`src/hw/rtl/itp_pkg.sv`:
```
// Shared types, character codes and a helper function for the infix-to-postfix converter.
package itp_pkg;

  // Item kinds assigned by the front end.
  localparam logic [2:0] KIND_OPERAND = 3'd0;
  localparam logic [2:0] KIND_OPEN    = 3'd1;
  localparam logic [2:0] KIND_CLOSE   = 3'd2;
  localparam logic [2:0] KIND_OPER    = 3'd3;
  localparam logic [2:0] KIND_END     = 3'd4;

  // ASCII codes of the operators and brackets.
  localparam logic [7:0] CH_CARET = 8'h5E;
  localparam logic [7:0] CH_STAR  = 8'h2A;
  localparam logic [7:0] CH_SLASH = 8'h2F;
  localparam logic [7:0] CH_PLUS  = 8'h2B;
  localparam logic [7:0] CH_MINUS = 8'h2D;
  localparam logic [7:0] CH_OPEN  = 8'h28;
  localparam logic [7:0] CH_CLOSE = 8'h29;

  // Status codes carried with each result.
  localparam logic [1:0] STAT_OK        = 2'd0;
  localparam logic [1:0] STAT_OVERFLOW  = 2'd1;
  localparam logic [1:0] STAT_NO_OPEN   = 2'd2;
  localparam logic [1:0] STAT_OPEN_LEFT = 2'd3;

  // One classified item passed from the front end to the back end.
  typedef struct packed {
    logic [2:0] kind;
    logic [7:0] sym;
  } q_item_t;

  // One result item.
  typedef struct packed {
    logic [1:0] status;
    logic       last;
    logic       has_sym;
    logic [7:0] sym;
  } res_t;

  // Operator precedence; zero for anything that is not an operator.
  function automatic logic [1:0] prec_of(input logic [7:0] c);
    logic [1:0] p;
    p = 2'd0;
    if (c == CH_CARET) begin
      p = 2'd3;
    end else if (c == CH_STAR || c == CH_SLASH) begin
      p = 2'd2;
    end else if (c == CH_PLUS || c == CH_MINUS) begin
      p = 2'd1;
    end
    return p;
  endfunction

endpackage

```
`src/hw/rtl/itp_front.sv`:
```
// Front end: accepts input items, classifies each character and queues it for the back end.
module itp_front
  import itp_pkg::*;
(
  input  logic       clk,
  input  logic       rst_n,
  input  logic       in_tvalid,
  output logic       in_tready,
  input  logic [7:0] in_tdata,
  input  logic       in_tuser,
  output logic       q_valid,
  output q_item_t    q_item,
  input  logic       q_pop
);

  q_item_t    ent_r [2];
  logic       wr_ptr_r;
  logic       rd_ptr_r;
  logic [1:0] fill_r;
  q_item_t    cls;
  logic       push;

  // Classify the incoming character.
  always_comb begin
    cls.sym = in_tdata;
    if (in_tuser) begin
      cls.kind = KIND_END;
    end else if (in_tdata == CH_OPEN) begin
      cls.kind = KIND_OPEN;
    end else if (in_tdata == CH_CLOSE) begin
      cls.kind = KIND_CLOSE;
    end else if (prec_of(in_tdata) != 2'd0) begin
      cls.kind = KIND_OPER;
    end else begin
      cls.kind = KIND_OPERAND;
    end
  end

  assign in_tready = (fill_r != 2'd2);
  assign push      = in_tvalid && in_tready;
  assign q_valid   = (fill_r != 2'd0);
  assign q_item    = ent_r[rd_ptr_r];

  // Two-entry queue pointers and fill level.
  always_ff @(posedge clk) begin
    if (!rst_n) begin
      wr_ptr_r <= 1'b0;
      rd_ptr_r <= 1'b0;
      fill_r   <= 2'd0;
    end else begin
      if (push) begin
        wr_ptr_r <= ~wr_ptr_r;
      end
      if (q_pop && q_valid) begin
        rd_ptr_r <= ~rd_ptr_r;
      end
      fill_r <= fill_r + {1'b0, push} - {1'b0, (q_pop && q_valid)};
    end
  end

  // Queue storage.
  always_ff @(posedge clk) begin
    if (push) begin
      ent_r[wr_ptr_r] <= cls;
    end
  end

endmodule

```
`src/hw/rtl/itp_back.sv`:
```
// Back end: runs the operator stack and produces result items through an output register.
module itp_back
  import itp_pkg::*;
#(
  parameter int STACK_DEPTH = 32
) (
  input  logic    clk,
  input  logic    rst_n,
  input  logic    q_valid,
  input  q_item_t q_item,
  output logic    q_pop,
  output logic    out_tvalid,
  input  logic    out_tready,
  output res_t    out_res
);

  localparam int CW = $clog2(STACK_DEPTH + 1);
  localparam int AW = (STACK_DEPTH > 1) ? $clog2(STACK_DEPTH) : 1;

  localparam logic ST_IDLE = 1'b0;
  localparam logic ST_EXEC = 1'b1;

  logic          state_r;
  q_item_t       cur_r;
  logic [1:0]    st_acc_r;
  logic [CW-1:0] cnt_r;
  logic [7:0]    top_r;
  logic          top_mem_r;
  logic [7:0]    rd_q_r;
  logic          pend_vld_r;
  logic [7:0]    pend_sym_r;
  logic          out_valid_r;
  res_t          out_res_r;
  logic [7:0]    mem [STACK_DEPTH];

  logic [7:0]    top;
  logic          nonempty;
  logic          full;
  logic [1:0]    pt;
  logic [1:0]    pc;
  logic          can_emit;
  logic          want_emit;
  res_t          res;
  logic          want_push;
  logic          want_pop;
  logic          want_done;
  logic          want_pend_ld;
  logic          want_pend_clr;
  logic          want_open_err;
  logic          go;
  logic          exec;
  logic          emit;
  logic          push;
  logic          pop;
  logic [CW-1:0] rd_cnt;

  assign top      = top_mem_r ? rd_q_r : top_r;
  assign nonempty = (cnt_r != '0);
  assign full     = (cnt_r == CW'(STACK_DEPTH));
  assign pt       = prec_of(top);
  assign pc       = prec_of(cur_r.sym);
  assign can_emit = !out_valid_r || out_tready;
  assign rd_cnt   = cnt_r - CW'(2);

  // Decide what the current item does this cycle.
  always_comb begin
    want_emit     = 1'b0;
    res           = '0;
    want_push     = 1'b0;
    want_pop      = 1'b0;
    want_done     = 1'b0;
    want_pend_ld  = 1'b0;
    want_pend_clr = 1'b0;
    want_open_err = 1'b0;
    unique case (cur_r.kind)
      KIND_OPEN: begin
        want_done = 1'b1;
        if (full) begin
          want_emit  = 1'b1;
          res.last   = 1'b1;
          res.status = STAT_OVERFLOW;
        end else begin
          want_push = 1'b1;
        end
      end
      KIND_OPER: begin
        if (nonempty && top != CH_OPEN &&
            (pt > pc || (pt == pc && cur_r.sym != CH_CARET))) begin
          // Pop the top; a held popped operator goes out first.
          want_pop     = 1'b1;
          want_pend_ld = 1'b1;
          want_emit    = pend_vld_r;
          res.sym      = pend_sym_r;
          res.has_sym  = 1'b1;
        end else if (pend_vld_r) begin
          // Popping freed a slot, so the push succeeds.
          want_emit     = 1'b1;
          res.sym       = pend_sym_r;
          res.has_sym   = 1'b1;
          res.last      = 1'b1;
          want_push     = 1'b1;
          want_pend_clr = 1'b1;
          want_done     = 1'b1;
        end else if (full) begin
          want_emit  = 1'b1;
          res.last   = 1'b1;
          res.status = STAT_OVERFLOW;
          want_done  = 1'b1;
        end else begin
          want_push = 1'b1;
          want_done = 1'b1;
        end
      end
      KIND_CLOSE: begin
        if (!nonempty) begin
          want_emit = 1'b1;
          if (pend_vld_r) begin
            res.sym       = pend_sym_r;
            res.has_sym   = 1'b1;
            want_pend_clr = 1'b1;
          end else begin
            res.last   = 1'b1;
            res.status = STAT_NO_OPEN;
            want_done  = 1'b1;
          end
        end else if (top == CH_OPEN) begin
          // Matching bracket: discard it and close the item.
          want_pop      = 1'b1;
          want_emit     = pend_vld_r;
          res.sym       = pend_sym_r;
          res.has_sym   = 1'b1;
          res.last      = 1'b1;
          want_pend_clr = 1'b1;
          want_done     = 1'b1;
        end else begin
          want_pop     = 1'b1;
          want_pend_ld = 1'b1;
          want_emit    = pend_vld_r;
          res.sym      = pend_sym_r;
          res.has_sym  = 1'b1;
        end
      end
      KIND_END: begin
        if (nonempty) begin
          want_pop = 1'b1;
          if (top == CH_OPEN) begin
            want_open_err = 1'b1;
          end else begin
            want_emit   = 1'b1;
            res.sym     = top;
            res.has_sym = 1'b1;
          end
        end else begin
          want_emit  = 1'b1;
          res.last   = 1'b1;
          res.status = st_acc_r;
          want_done  = 1'b1;
        end
      end
      default: begin
        // Operand goes straight out.
        want_emit   = 1'b1;
        res.sym     = cur_r.sym;
        res.has_sym = 1'b1;
        res.last    = 1'b1;
        want_done   = 1'b1;
      end
    endcase
  end

  assign exec  = (state_r == ST_EXEC);
  assign go    = exec && (!want_emit || can_emit);
  assign emit  = go && want_emit;
  assign push  = go && want_push;
  assign pop   = go && want_pop;
  assign q_pop = (state_r == ST_IDLE) && q_valid;

  // Control state.
  always_ff @(posedge clk) begin
    if (!rst_n) begin
      state_r     <= ST_IDLE;
      cnt_r       <= '0;
      top_mem_r   <= 1'b0;
      pend_vld_r  <= 1'b0;
      out_valid_r <= 1'b0;
    end else begin
      if (emit) begin
        out_valid_r <= 1'b1;
      end else if (out_tready) begin
        out_valid_r <= 1'b0;
      end
      if (q_pop) begin
        state_r <= ST_EXEC;
      end else if (go && want_done) begin
        state_r <= ST_IDLE;
      end
      if (pop) begin
        cnt_r     <= cnt_r - CW'(1);
        top_mem_r <= 1'b1;
      end else if (push) begin
        cnt_r     <= cnt_r + CW'(1);
        top_mem_r <= 1'b0;
      end
      if (go && want_pend_ld) begin
        pend_vld_r <= 1'b1;
      end else if (go && want_pend_clr) begin
        pend_vld_r <= 1'b0;
      end
    end
  end

  // Payload registers.
  always_ff @(posedge clk) begin
    if (q_pop) begin
      cur_r    <= q_item;
      st_acc_r <= STAT_OK;
    end else if (go && want_open_err) begin
      st_acc_r <= STAT_OPEN_LEFT;
    end
    if (push) begin
      top_r <= cur_r.sym;
    end
    if (go && want_pend_ld) begin
      pend_sym_r <= top;
    end
    if (emit) begin
      out_res_r <= res;
    end
  end

  // Stack memory: the entry below the top is read when the top is popped.
  always_ff @(posedge clk) begin
    if (push) begin
      mem[cnt_r[AW-1:0]] <= cur_r.sym;
    end
    if (pop && cnt_r >= CW'(2)) begin
      rd_q_r <= mem[rd_cnt[AW-1:0]];
    end
  end

  assign out_tvalid = out_valid_r;
  assign out_res    = out_res_r;

endmodule

```
`src/hw/rtl/infix_to_postfix_converter_unit.sv`:
```
// Top level of the infix-to-postfix converter: front end, queue and stack back end.
//
//  channel | direction | tdata                          | tuser      | tlast
//  in_     | slave     | [7:0] symbol                   | mode       | -
//  out_    | master    | [7:0] out_symbol, [9:8] status | has_symbol | last
//
// Every item leaves the queue while the back end is idle and is then executed there; the
// back end takes the next item only once the current one is done. Stack entries are
// popped one at a time, set by the single-port stack memory and its registered read; an
// operator then pushes itself, an end item emits its marker, and a ')' that pops operators
// without meeting '(' emits the last operator and then its status item.
// Reset empties the stack and the queue at once; a stalled output register holds the back
// end while the two-entry queue keeps taking items until it is full.
module infix_to_postfix_converter_unit
  import itp_pkg::*;
#(
  parameter int STACK_DEPTH = 32
) (
  input  logic        clk,
  input  logic        rst_n,
  input  logic        in_tvalid,
  output logic        in_tready,
  input  logic [7:0]  in_tdata,   // [7:0] symbol
  input  logic        in_tuser,   // [0] mode
  output logic        out_tvalid,
  input  logic        out_tready,
  output logic [15:0] out_tdata,  // [7:0] out_symbol, [9:8] status
  output logic        out_tuser,  // [0] has_symbol
  output logic        out_tlast
);

  logic    q_valid;
  q_item_t q_item;
  logic    q_pop;
  res_t    res;

  itp_front u_front (
    .clk       (clk),
    .rst_n     (rst_n),
    .in_tvalid (in_tvalid),
    .in_tready (in_tready),
    .in_tdata  (in_tdata),
    .in_tuser  (in_tuser),
    .q_valid   (q_valid),
    .q_item    (q_item),
    .q_pop     (q_pop)
  );

  itp_back #(
    .STACK_DEPTH (STACK_DEPTH)
  ) u_back (
    .clk        (clk),
    .rst_n      (rst_n),
    .q_valid    (q_valid),
    .q_item     (q_item),
    .q_pop      (q_pop),
    .out_tvalid (out_tvalid),
    .out_tready (out_tready),
    .out_res    (res)
  );

  // Pack the result onto the stream.
  assign out_tdata = {6'b0, res.status, res.sym};
  assign out_tuser = res.has_sym;
  assign out_tlast = res.last;

endmodule

```
`config.mk`:
```
export PLATFORM = sky130hd
export DESIGN_NAME = infix_to_postfix_converter_unit
export DESIGN_NICKNAME = d
export VERILOG_FILES = /design/src/hw/rtl/itp_pkg.sv /design/src/hw/rtl/itp_front.sv /design/src/hw/rtl/itp_back.sv /design/src/hw/rtl/infix_to_postfix_converter_unit.sv
export SDC_FILE = /design/constraint.sdc
export NUM_CORES = 1
export LEC_CHECK = 0
export BUFFER_PORTS_ARGS = -buffer_cell sky130_fd_sc_hd__buf_2
export CAP_MARGIN = 40
export CORE_MARGIN = 3
export CORE_UTILIZATION = 56
export CTS_CLUSTER_SIZE = 16
export DETAILED_ROUTE_END_ITERATION = 10
export PLACE_DENSITY = 0.75
export SLEW_MARGIN = 5
export SYNTH_ARGS = -nofsm -noshare
export SYNTH_HDL_FRONTEND = slang
export SYNTH_SLANG_ARGS = --single-unit
```
`constraint.sdc`:
```
create_clock -name clk -period 4.4 [get_ports clk]
set_input_delay 0.88 -clock clk [delete_from_list [all_inputs] [get_ports clk]]
set_output_delay 0.88 -clock clk [all_outputs]
set_load 0.005 [all_outputs]
```
==> results of run 1 <==
power groups by stage:
stage	clock (mW)	combinational, mW	sequential (mW)
after floorplan	0	0.754	4.34
after global placement	0	1.33	4.27
after detailed placement	0	1.39	4.28
after CTS	2.84	1.39	4.21
after global routing	2.97	1.52	4.23
final	2.78	1.39	4.22
worst max path at each step:
stage | start | endpoint | slack (ns) | cells after the start
floorplan | u_back.top_mem_r$_SDFFE_PN0P_ | u_back.cnt_r[5]$_SDFFE_PN0P_ | 0.05 | 20
global placement | u_back.top_r[7]$_DFFE_PP_ | u_back.cnt_r[5]$_SDFFE_PN0P_ | 0.19 | 19
detailed placement | u_back.top_r[7]$_DFFE_PP_ | u_back.cnt_r[5]$_SDFFE_PN0P_ | -0.14 | 19
CTS | u_back.top_r[7]$_DFFE_PP_ | u_back.cnt_r[5]$_SDFFE_PN0P_ | 0.004 | 19
global route | u_back.top_r[7]$_DFFE_PP_ | u_back.cnt_r[5]$_SDFFE_PN0P_ | -0.02 | 20
finish | u_back.top_r[7]$_DFFE_PP_ | u_back.cnt_r[5]$_SDFFE_PN0P_ | 0.25 | 19
cell families (layout without fill, tap and decap cells):
kind of cell             after synthesis  after routing  synth area share [%]
flip-flops                           340            340                  72.1
AND/OR/NAND/NOR                      154            154                  5.87
multiplexers                         115            115                  15.6
AO/OA/AOI/OAI                         62             62                  3.03
buffers and inverters                 61            175                  1.87
adder cells (fa/ha/maj)               10             10                 0.951
XOR/XNOR                               8              8                 0.502
other                                  1              6                0.0269
repair_timing:
action	CTS	global route
endpoints found under the setup margin	1	2
pin swaps	0	2
resized for setup	2	9
metrics by stage:
step                hold WS, ns  TNS (ns)  instance area, µm²
floorplan                 0.458         0               14000
global placement          0.482         0               14800
detailed placement        0.490    -0.136               14800
CTS                       0.505         0               15900
global route              0.540   -0.0216               15900
finish                    0.500         0               15900
worst max-delay path, stage by stage, from the launching register on:
cell,delay (ns)
edfxtp_1,0.37
or4b_1,0.57
o21ai_2,0.22
nand3b_1,0.12
a211oi_2,0.25
ha_1,0.27
and4b_1,0.19
nand4_1,0.14
nand4_4,0.15
o211ai_1,0.18
and3_1,0.22
nand2_1,0.11
inv_2,0.11
ha_1,0.24
a21o_1,0.20
a21oi_2,0.18
o21ai_2,0.12
nor3b_2,0.22
nand3_1,0.11
o311ai_1,0.08
layer usage:
layer	vias to the layer above	routed length [µm]
li1	3196	-
met1	3768	11800
met2	314	14500
met3	62	1820
met4	0	809
met5	-	0
area by class of cell:
type / count / area share, %
clock buffers: 47 / 5.78
clock inverters: 14 / 0.926
inverters: 25 / 0.589
multi-input cells: 355 / 23.2
flip-flops and latches: 340 / 63.1
well taps: 324 / 2.54
repair buffers: 89 / 3.86
flip-flops by register name, indices dropped and copies added, names as in the netlist:
signal / cells
u_back.mem: 256
u_front.ent_r: 22
u_back.out_res: 12
u_back.cur_r: 11
u_back.pend_sym_r: 8
u_back.rd_q_r: 8
u_back.top_r: 8
u_back.cnt_r: 6
u_front.fill_r: 2
u_back.exec: 1
u_back.out_tvalid: 1
u_back.pend_vld_r: 1
u_back.st_acc_r: 1
u_back.top_mem_r: 1
u_front.rd_ptr_r: 1
u_front.wr_ptr_r: 1
Yosys cell counts, types with 6 or more instances:
| library cell | count |
|---|---|
| nand3_1 | 10 |
| buf_1 | 7 |
| o221ai_1 | 6 |
| edfxtp_1 | 325 |
| ha_1 | 9 |
| buf_4 | 7 |
| mux2_2 | 22 |
| a21oi_1 | 17 |
| nand2_1 | 35 |
| dfxtp_1 | 15 |
| clkbuf_1 | 17 |
| and2_1 | 7 |
| nor2_1 | 51 |
| mux2i_1 | 12 |
| mux4_2 | 80 |
| o21ai_0 | 8 |
| inv_1 | 25 |
==> impl_metrics.env, run 1 <==
export IMPL_p_int_mw=6.23
export IMPL_coreArea_um2=24400
export IMPL_netlist_area_leader_share_pct=70.0
export IMPL_drt_iter0_drc=854
export IMPL_overflow=0
export IMPL_layout_commonest_cell="edfxtp_1"
export IMPL_clock_latency_ns=0.51
export IMPL_post_cts_buffers=0
export IMPL_setup_ws_ns=0.249
export IMPL_cap_violations=0
export IMPL_areaGrowthSynthToFinish_pct=14.3
export IMPL_cts_sinks=340
export IMPL_worstSetupEndpointType="flop"
export IMPL_die_w_um=164
export IMPL_p_per_area_nw_per_um2=526
export IMPL_setup_violations=0
export IMPL_multi_input_area_um2=3700
export IMPL_pwr_share_comb_pct=16.6
export IMPL_worstMarginPinSlew_ns=0.837
export IMPL_p_switching_mw=2.16
export IMPL_rr_endpoint="u_back.cnt_r[5]$_SDFFE_PN0P_"
export IMPL_clockBufferDepth=3
export IMPL_stdcell_count=1194
export IMPL_r2r_cells=19
export IMPL_place_gp_congestion=0.868
export IMPL_max_slew_margin_rel_pct=44.1
export IMPL_grt_max_degree=40
export IMPL_synth_area_leaders="edfxtp_1 70%, mux4_2 13%, dfxtp_1 2.2%"
export IMPL_yosysSeqAreaShare_pct=72.1
export IMPL_grtUsageMet2_pct=35.8
export IMPL_cellLeakagePower_nw=5.23
export IMPL_synth_warnings=0
export IMPL_worst_hold_path_endpoint="u_back.st_acc_r[0]$_SDFFE_PP0P_"
export IMPL_ys_ff_latch=340
export IMPL_worstSetupPathType="reg2reg"
export IMPL_worstHoldPathCells=2
export IMPL_arrival_ns=4.55
export IMPL_syn_instance_count=751
export IMPL_drc=0
export IMPL_cts_made_buffers=35
export IMPL_hold_viol=0
export IMPL_sequentialPowerShare_pct=50.3
export IMPL_wl_per_cell_um=24.2
export IMPL_slew_viol_final=0
export IMPL_firstDrtPassIters=5
export IMPL_crit_fanout=5
export IMPL_start_util_pct=57.2
export IMPL_synthArstFlopShare_pct=0
export IMPL_dr_total_vias=7340
export IMPL_hold_path_class="reg2reg"
export IMPL_htreeDepth=2
export IMPL_hold_start="u_back.st_acc_r[0]$_SDFFE_PP0P_"
export IMPL_min_period_over_period_pct=94.3
export IMPL_die_y_um=164
export IMPL_grt_use_met3_pct=3.28
export IMPL_place_ws_ns=-0.136
export IMPL_r2r_start="u_back.top_r[7]$_DFFE_PP_"
export IMPL_row_count=57
export IMPL_via_per_inst=6.15
export IMPL_netlist_area_um2=14000
export IMPL_antenna_found_initial=0
export IMPL_die_area_um2=26800
export IMPL_place_hpwl_um=18700
export IMPL_clkTransAtPathRegs_ns=0.06
export IMPL_postRouteAntennaNets=0
export IMPL_period_needed_ns=4.15
export IMPL_clockRootBuffer="clkbuf_16"
export IMPL_r2r_slack_ns=0.25
export IMPL_dpl_cell_count=1133
export IMPL_cts_tree="done"
export IMPL_wirelength_um=28900
export IMPL_required_ns=4.80
export IMPL_finClkSkew_ns=0.0192
export IMPL_cts_hold_buffers=0
export IMPL_port_buffers=26
export IMPL_register_area_um2=10100
export IMPL_diodes=0
export IMPL_layout_common_cells="325 x edfxtp_1, 80 x mux4_2, 62 x buf_4"
export IMPL_grtUsageTotal_pct=22.3
export IMPL_yosys_cell_types_count=60
export IMPL_ys_flop_type="edfxtp_1"
export IMPL_status="finished, final reports clean"
export IMPL_grt_pass1_vias=7559
export IMPL_drive_above_1_share_pct=29.8
export IMPL_use_met1_pct=31.9
export IMPL_ir_worst_vdd_mv=0.387
export IMPL_power_mw=8.39
export IMPL_fill_cells=1629
export IMPL_clockPowerShare_pct=33.2
export IMPL_busiest_layer="met2"
export IMPL_synth_avg_cell_area_um2=18.6
export IMPL_fmax_mhz=241
export IMPL_fin_nets=869
export IMPL_post_route_util_pct=65.4
export IMPL_p_sw_share_pct=25.7
export IMPL_yosys_area_top_type="edfxtp_1"
export IMPL_ioPinCount=33
export IMPL_grt_pass1_wl_um=44500
export IMPL_critPathLaunchType="flop"
export IMPL_synth_edff_count=325
Note: power is estimated with default switching activity, not from simulation.
==> inputs of run 2 (changes only) <==
CORE_UTILIZATION = 55   (was 56)
PLACE_DENSITY = 0.74   (was 0.75)
==> impl_metrics.env, run 2 (same netlist as run 1, synthesis figures left out) <==
export IMPL_status="finished, final reports clean"
export IMPL_post_route_util_pct=64.7
export IMPL_coreArea_um2=24600
export IMPL_cp_top_family="simple AND/OR/NAND/NOR gates"
export IMPL_period_needed_ns=4.13
export IMPL_hold_viol=0
export IMPL_fmax_mhz=242
export IMPL_setup_violations=0
export IMPL_critPathLaunchType="flop"
export IMPL_fill_cells=1637
export IMPL_max_stage_delay_ns=0.55
export IMPL_hold_ws_ns=0.517
export IMPL_overflow=0
export IMPL_htreeDepth=2
export IMPL_crit_chain="or4b_1 -> o21ai_2 -> nand3b_1 -> a211oi_2 -> ha_1 -> and4b_1 -> nand4_1 -> nand4_2 -> a21o_1 -> a21oi_1 -> nand2_1 -> buf_4 -> fa_1 -> inv_1 -> a21o_1 -> a21oi_1 -> xnor2_1 -> nand2_1 -> mux2i_1"
export IMPL_worstSetupEndpointType="flop"
export IMPL_via_per_inst=6.06
export IMPL_port_buffers=26
export IMPL_areaGrowthSynthToFinish_pct=14.1
export IMPL_finClkSkew_ns=0.0165
export IMPL_dpl_cell_count=1129
export IMPL_postRouteAntennaNets=0
export IMPL_worstSetupPathType="reg2reg"
export IMPL_layout_common_cells="325 x edfxtp_1, 80 x mux4_2, 58 x buf_4"
export IMPL_p_per_area_nw_per_um2=524
export IMPL_diodes=0
export IMPL_power_mw=8.34
export IMPL_start_util_pct=56.7
export IMPL_slowest_stage="or4b_1"
export IMPL_cts_sinks=340
export IMPL_cts_tree="done"
export IMPL_min_period_over_period_pct=93.8
export IMPL_crit_fanout=4
export IMPL_cellLeakagePower_nw=5.21
export IMPL_cp_depth=19
export IMPL_grt_max_degree=37
export IMPL_grt_pass1_wl_um=43800
export IMPL_drt_iter0_drc=1046
export IMPL_fin_tns_setup_ns=0
export IMPL_largest_reg_flops=256
export IMPL_antenna_found_initial=1
export IMPL_cp_num_buf_inv=2
export IMPL_hold_path_class="reg2reg"
export IMPL_worstHoldPathCells=2
export IMPL_max_slew_margin_rel_pct=43.0
export IMPL_multi_input_area_um2=3680
export IMPL_drive_above_1_share_pct=29.5
export IMPL_r2r_cells=19
export IMPL_fin_nets=866
export IMPL_wl_per_cell_um=23.8
export IMPL_die_w_um=165
export IMPL_firstDrtPassIters=5
export IMPL_grtUsageTotal_pct=21.6
export IMPL_slew_viol_final=0
export IMPL_die_y_um=165
export IMPL_wirelength_um=28500
export IMPL_die_area_um2=27300
export IMPL_ir_worst_vdd_mv=0.421
export IMPL_clkTransAtPathRegs_ns=0.06
export IMPL_register_area_um2=10100
export IMPL_grt_pass1_vias=7435
export IMPL_arrival_ns=4.56
export IMPL_cts_made_buffers=36
export IMPL_cap_violations=0
export IMPL_layout_commonest_cell="edfxtp_1"
export IMPL_dr_total_vias=7245
export IMPL_ioPinCount=33
export IMPL_worstMarginPinSlew_ns=0.855
export IMPL_drc=0
export IMPL_required_ns=4.83
export IMPL_clockRootBuffer="clkbuf_16"
export IMPL_clockBufferDepth=3
export IMPL_stdcell_count=1195
export IMPL_row_count=57
export IMPL_place_gp_congestion=0.907
export IMPL_clock_latency_ns=0.51
export IMPL_place_hpwl_um=18300
run 2: changes by cell type in the layout (fill, tap and decap cells not counted), moves of 2 or more:
cell       delta
bufinv_16     -2
clkbuf_16     +2
buf_4         -4
clkinv_2      +2
clkbuf_1      -3
clkinv_1      +5
run 2: area by class of cell:
cell class	instances	share of cell area, %
Clock inverter	20	0.786
Tap cell	324	2.55
Inverter	25	0.590
Multi-Input combinational cell	355	23.1
Sequential cell	340	63.3
Clock buffer	46	6.03
Timing Repair Buffer	85	3.68
run 2: stage by stage:
stage	setup slack, ns	cell area [µm²]
floorplan	0.0506	14000
global placement	0.218	14800
detailed placement	-0.0816	14800
CTS	0.0686	15900
global route	-0.0374	15900
finish	0.274	15900
run 2: power breakdown:
group	total, mW	leakage (nW)	switching, mW	internal, mW
registers	4.24	3.07	0.183	4.06
logic	1.33	1.61	0.815	0.513
clock network	2.78	0.534	1.17	1.61
total	8.34	5.21	2.17	6.18
run 2: per-layer routing:
metal | global-route usage, % | up-vias | part of all wire, %
met1 | 30.9 | 3740 | 42
met5 | 0 | - | 0
met4 | 5.68 | 0 | 1.7
met2 | 35.6 | 268 | 50
li1 | - | 3197 | -
met3 | 3.12 | 40 | 6.1
run 2: timing repair:
action	in CTS	in global routing
setup buffers	0	0
endpoints found under the setup margin	1	3
hold endpoints to repair	0	0
pin swaps	0	0
cloned	0	0
hold buffers	0	0
gates resized for setup	2	7
run 2: tightest hold or removal path, stage by stage, from the launching register on:
cell and delay, ns:
dfxtp_1 0.35, a21oi_1 0.06, nor2_1 0.07
run 2: path summary, 6_finish.rpt:
| check | from | to | slack (ns) |
|---|---|---|---|
| setup reg to reg | u_back.top_r[6]$_DFFE_PP_ | u_back.cnt_r[4]$_SDFFE_PN0P_ | 0.27 |
| setup / recovery | u_back.top_r[6]$_DFFE_PP_ | u_back.cnt_r[4]$_SDFFE_PN0P_ | 0.27 |
| hold reg to reg | u_back.st_acc_r[0]$_SDFFE_PP0P_ | u_back.st_acc_r[0]$_SDFFE_PP0P_ | 0.52 |
| hold / removal | u_back.st_acc_r[0]$_SDFFE_PP0P_ | u_back.st_acc_r[0]$_SDFFE_PP0P_ | 0.52 |
==> inputs of run 3 (changes only) <==
SETUP_SLACK_MARGIN = 0.4   (was default)
==> impl_metrics.env, run 3 (same netlist as run 1, synthesis figures left out) <==
export IMPL_coreArea_um2=24600
export IMPL_hold_start="u_back.st_acc_r[0]$_SDFFE_PP0P_"
export IMPL_crit_fanout=6
export IMPL_required_ns=4.79
export IMPL_die_area_um2=27300
export IMPL_r2r_start="u_back.top_mem_r$_SDFFE_PN0P_"
export IMPL_wirelength_um=29400
export IMPL_grt_pass1_vias=7490
export IMPL_port_buffers=26
export IMPL_diodes=0
export IMPL_hold_viol=0
export IMPL_via_per_inst=6.07
export IMPL_dr_total_vias=7282
export IMPL_antenna_found_initial=0
export IMPL_cellLeakagePower_nw=5.30
export IMPL_grt_max_degree=40
export IMPL_ir_worst_vdd_mv=0.291
export IMPL_slowest_stage="dfxtp_4"
export IMPL_fmax_mhz=247
export IMPL_place_ws_ns=0.0660
export IMPL_worstMarginPinSlew_ns=0.784
export IMPL_layout_commonest_cell="edfxtp_1"
export IMPL_drive_above_1_share_pct=32.3
export IMPL_fin_area_um2=16100
export IMPL_die_y_um=165
export IMPL_wl_per_cell_um=24.5
export IMPL_setup_violations=0
export IMPL_clockBufferDepth=3
export IMPL_min_period_over_period_pct=91.9
export IMPL_crit_top_cell="a21o_1"
export IMPL_crit_chain="mux2_2 -> nor4_2 -> nand2_1 -> a21oi_1 -> o21ai_1 -> ha_1 -> nand2b_4 -> a21o_1 -> nand4_4 -> o211ai_1 -> and3_1 -> nand2_2 -> inv_4 -> ha_4 -> a21o_1 -> a21oi_2 -> o21ai_4 -> nand3_1 -> mux2_4 -> o311ai_2"
export IMPL_largest_reg_flops=256
export IMPL_layout_common_cells="325 x edfxtp_1, 80 x mux4_2, 65 x buf_4"
export IMPL_drc=0
export IMPL_arrival_ns=4.43
export IMPL_row_count=57
export IMPL_power_mw=8.46
export IMPL_cap_violations=0
export IMPL_postRouteAntennaNets=0
export IMPL_cp_num_buf_inv=1
export IMPL_cp_top_family="compound AO/OA/AOI/OAI gates"
export IMPL_overflow=0
export IMPL_worstSetupEndpointType="flop"
export IMPL_r2r_cells=20
export IMPL_start_util_pct=56.7
export IMPL_cts_tree="done"
export IMPL_period_needed_ns=4.04
export IMPL_place_gp_congestion=0.898
export IMPL_clkTransAtPathRegs_ns=0.07
export IMPL_critPathLaunchType="flop"
export IMPL_die_w_um=165
export IMPL_htreeDepth=2
export IMPL_grt_pass1_wl_um=44500
export IMPL_grtUsageTotal_pct=22.1
export IMPL_firstDrtPassIters=5
export IMPL_ioPinCount=33
export IMPL_max_slew_margin_rel_pct=47.7
export IMPL_rr_endpoint="u_back.cnt_r[5]$_SDFFE_PN0P_"
export IMPL_p_per_area_nw_per_um2=525
export IMPL_cp_depth=20
export IMPL_fin_tns_setup_ns=0
export IMPL_cts_sinks=340
export IMPL_clockRootBuffer="clkbuf_16"
export IMPL_place_hpwl_um=18800
export IMPL_dpl_cell_count=1128
export IMPL_place_area_um2=14800
export IMPL_slew_viol_final=0
export IMPL_stdcell_count=1200
export IMPL_clock_latency_ns=0.51
export IMPL_worstHoldPathCells=2
export IMPL_drt_iter0_drc=653
export IMPL_setup_ws_ns=0.358
export IMPL_worstSetupPathType="reg2reg"
export IMPL_fin_nets=875
export IMPL_status="finished, final reports clean"
export IMPL_max_stage_delay_ns=0.38
export IMPL_areaGrowthSynthToFinish_pct=15.6
export IMPL_hold_path_class="reg2reg"
export IMPL_rsz0062_at_grt="true"
export IMPL_post_route_util_pct=65.5
export IMPL_r2r_slack_ns=0.36
export IMPL_finClkSkew_ns=0.0116
export IMPL_hold_ws_ns=0.524
export IMPL_cts_made_buffers=34
export IMPL_worst_hold_path_endpoint="u_back.st_acc_r[0]$_SDFFE_PP0P_"
## run 3: cell types whose count changed in the layout (fill, tap and decap cells not counted), moves of 3 or more
| cell | before | now |
|---|---|---|
| buf_4 | 58 | 65 |
| clkinv_4 | 0 | 3 |
| clkbuf_16 | 37 | 34 |
| buf_6 | 0 | 3 |
| clkinv_1 | 8 | 5 |
| clkbuf_1 | 9 | 4 |
## run 3: what timing repair did
action | CTS | global route
pin swaps | 9 | 15
hold buffers | 0 | 0
setup endpoints to repair | 45 | 260
buffers inserted | 5 | 7
resized for setup | 12 | 14
endpoints found under the hold margin | 0 | 0
## run 3: power by group
part,switching (mW),internal [mW],leakage [nW]
combinational,0.835,0.566,1.71
sequential,0.219,4.06,3.07
clock,1.18,1.61,0.526
total,2.23,6.23,5.30
## run 3: worst max-delay path by stage
stage	slack [ns]	to	startpoint
2_1_floorplan	0.41	u_back.mem[13][0]$_DFFE_PP_	u_back.cur_r[4]$_DFFE_PP_
3_3_place_gp	0.20	u_back.cnt_r[5]$_SDFFE_PN0P_	u_back.top_r[7]$_DFFE_PP_
3_5_place_dp	0.07	u_back.cnt_r[5]$_SDFFE_PN0P_	u_back.top_r[7]$_DFFE_PP_
4_1_cts	0.42	u_back.cnt_r[5]$_SDFFE_PN0P_	u_back.top_r[4]$_DFFE_PP_
5_1_grt	0.18	u_back.cnt_r[5]$_SDFFE_PN0P_	u_back.top_mem_r$_SDFFE_PN0P_
6_report	0.36	u_back.cnt_r[5]$_SDFFE_PN0P_	u_back.top_mem_r$_SDFFE_PN0P_
## run 3: per-layer routing
layer / vias to the layer above / part of all wire, % / GRT usage, %
li1: 3206 / - / -
met3: 55 / 7.2 / 4.46
met2: 292 / 50 / 36.2
met4: 0 / 2.6 / 7.05
met5: - / 0 / 0
met1: 3729 / 40 / 30.2
## run 3: area by class of cell
cell class / count / area, µm²
clock buffers: 38 / 866
inverters: 25 / 96.3
clock inverters: 22 / 214
fillers: 1588 / 8480
multi-input cells: 355 / 3790
flip-flops and latches: 340 / 10100
repair buffers: 96 / 677
well taps: 324 / 405
## run 3: worst reg2reg max path: stages (launching register included)
cell      delay [ns]
dfxtp_4         0.38
mux2_2          0.38
nor4_2          0.32
nand2_1         0.16
a21oi_1         0.21
o21ai_1         0.10
ha_1            0.31
nand2b_4        0.12
a21o_1          0.16
nand4_4         0.14
o211ai_1        0.18
and3_1          0.21
nand2_2         0.08
inv_4           0.10
ha_4            0.20
a21o_1          0.18
a21oi_2         0.22
o21ai_4         0.10
nand3_1         0.12
mux2_4          0.16
o311ai_2        0.09
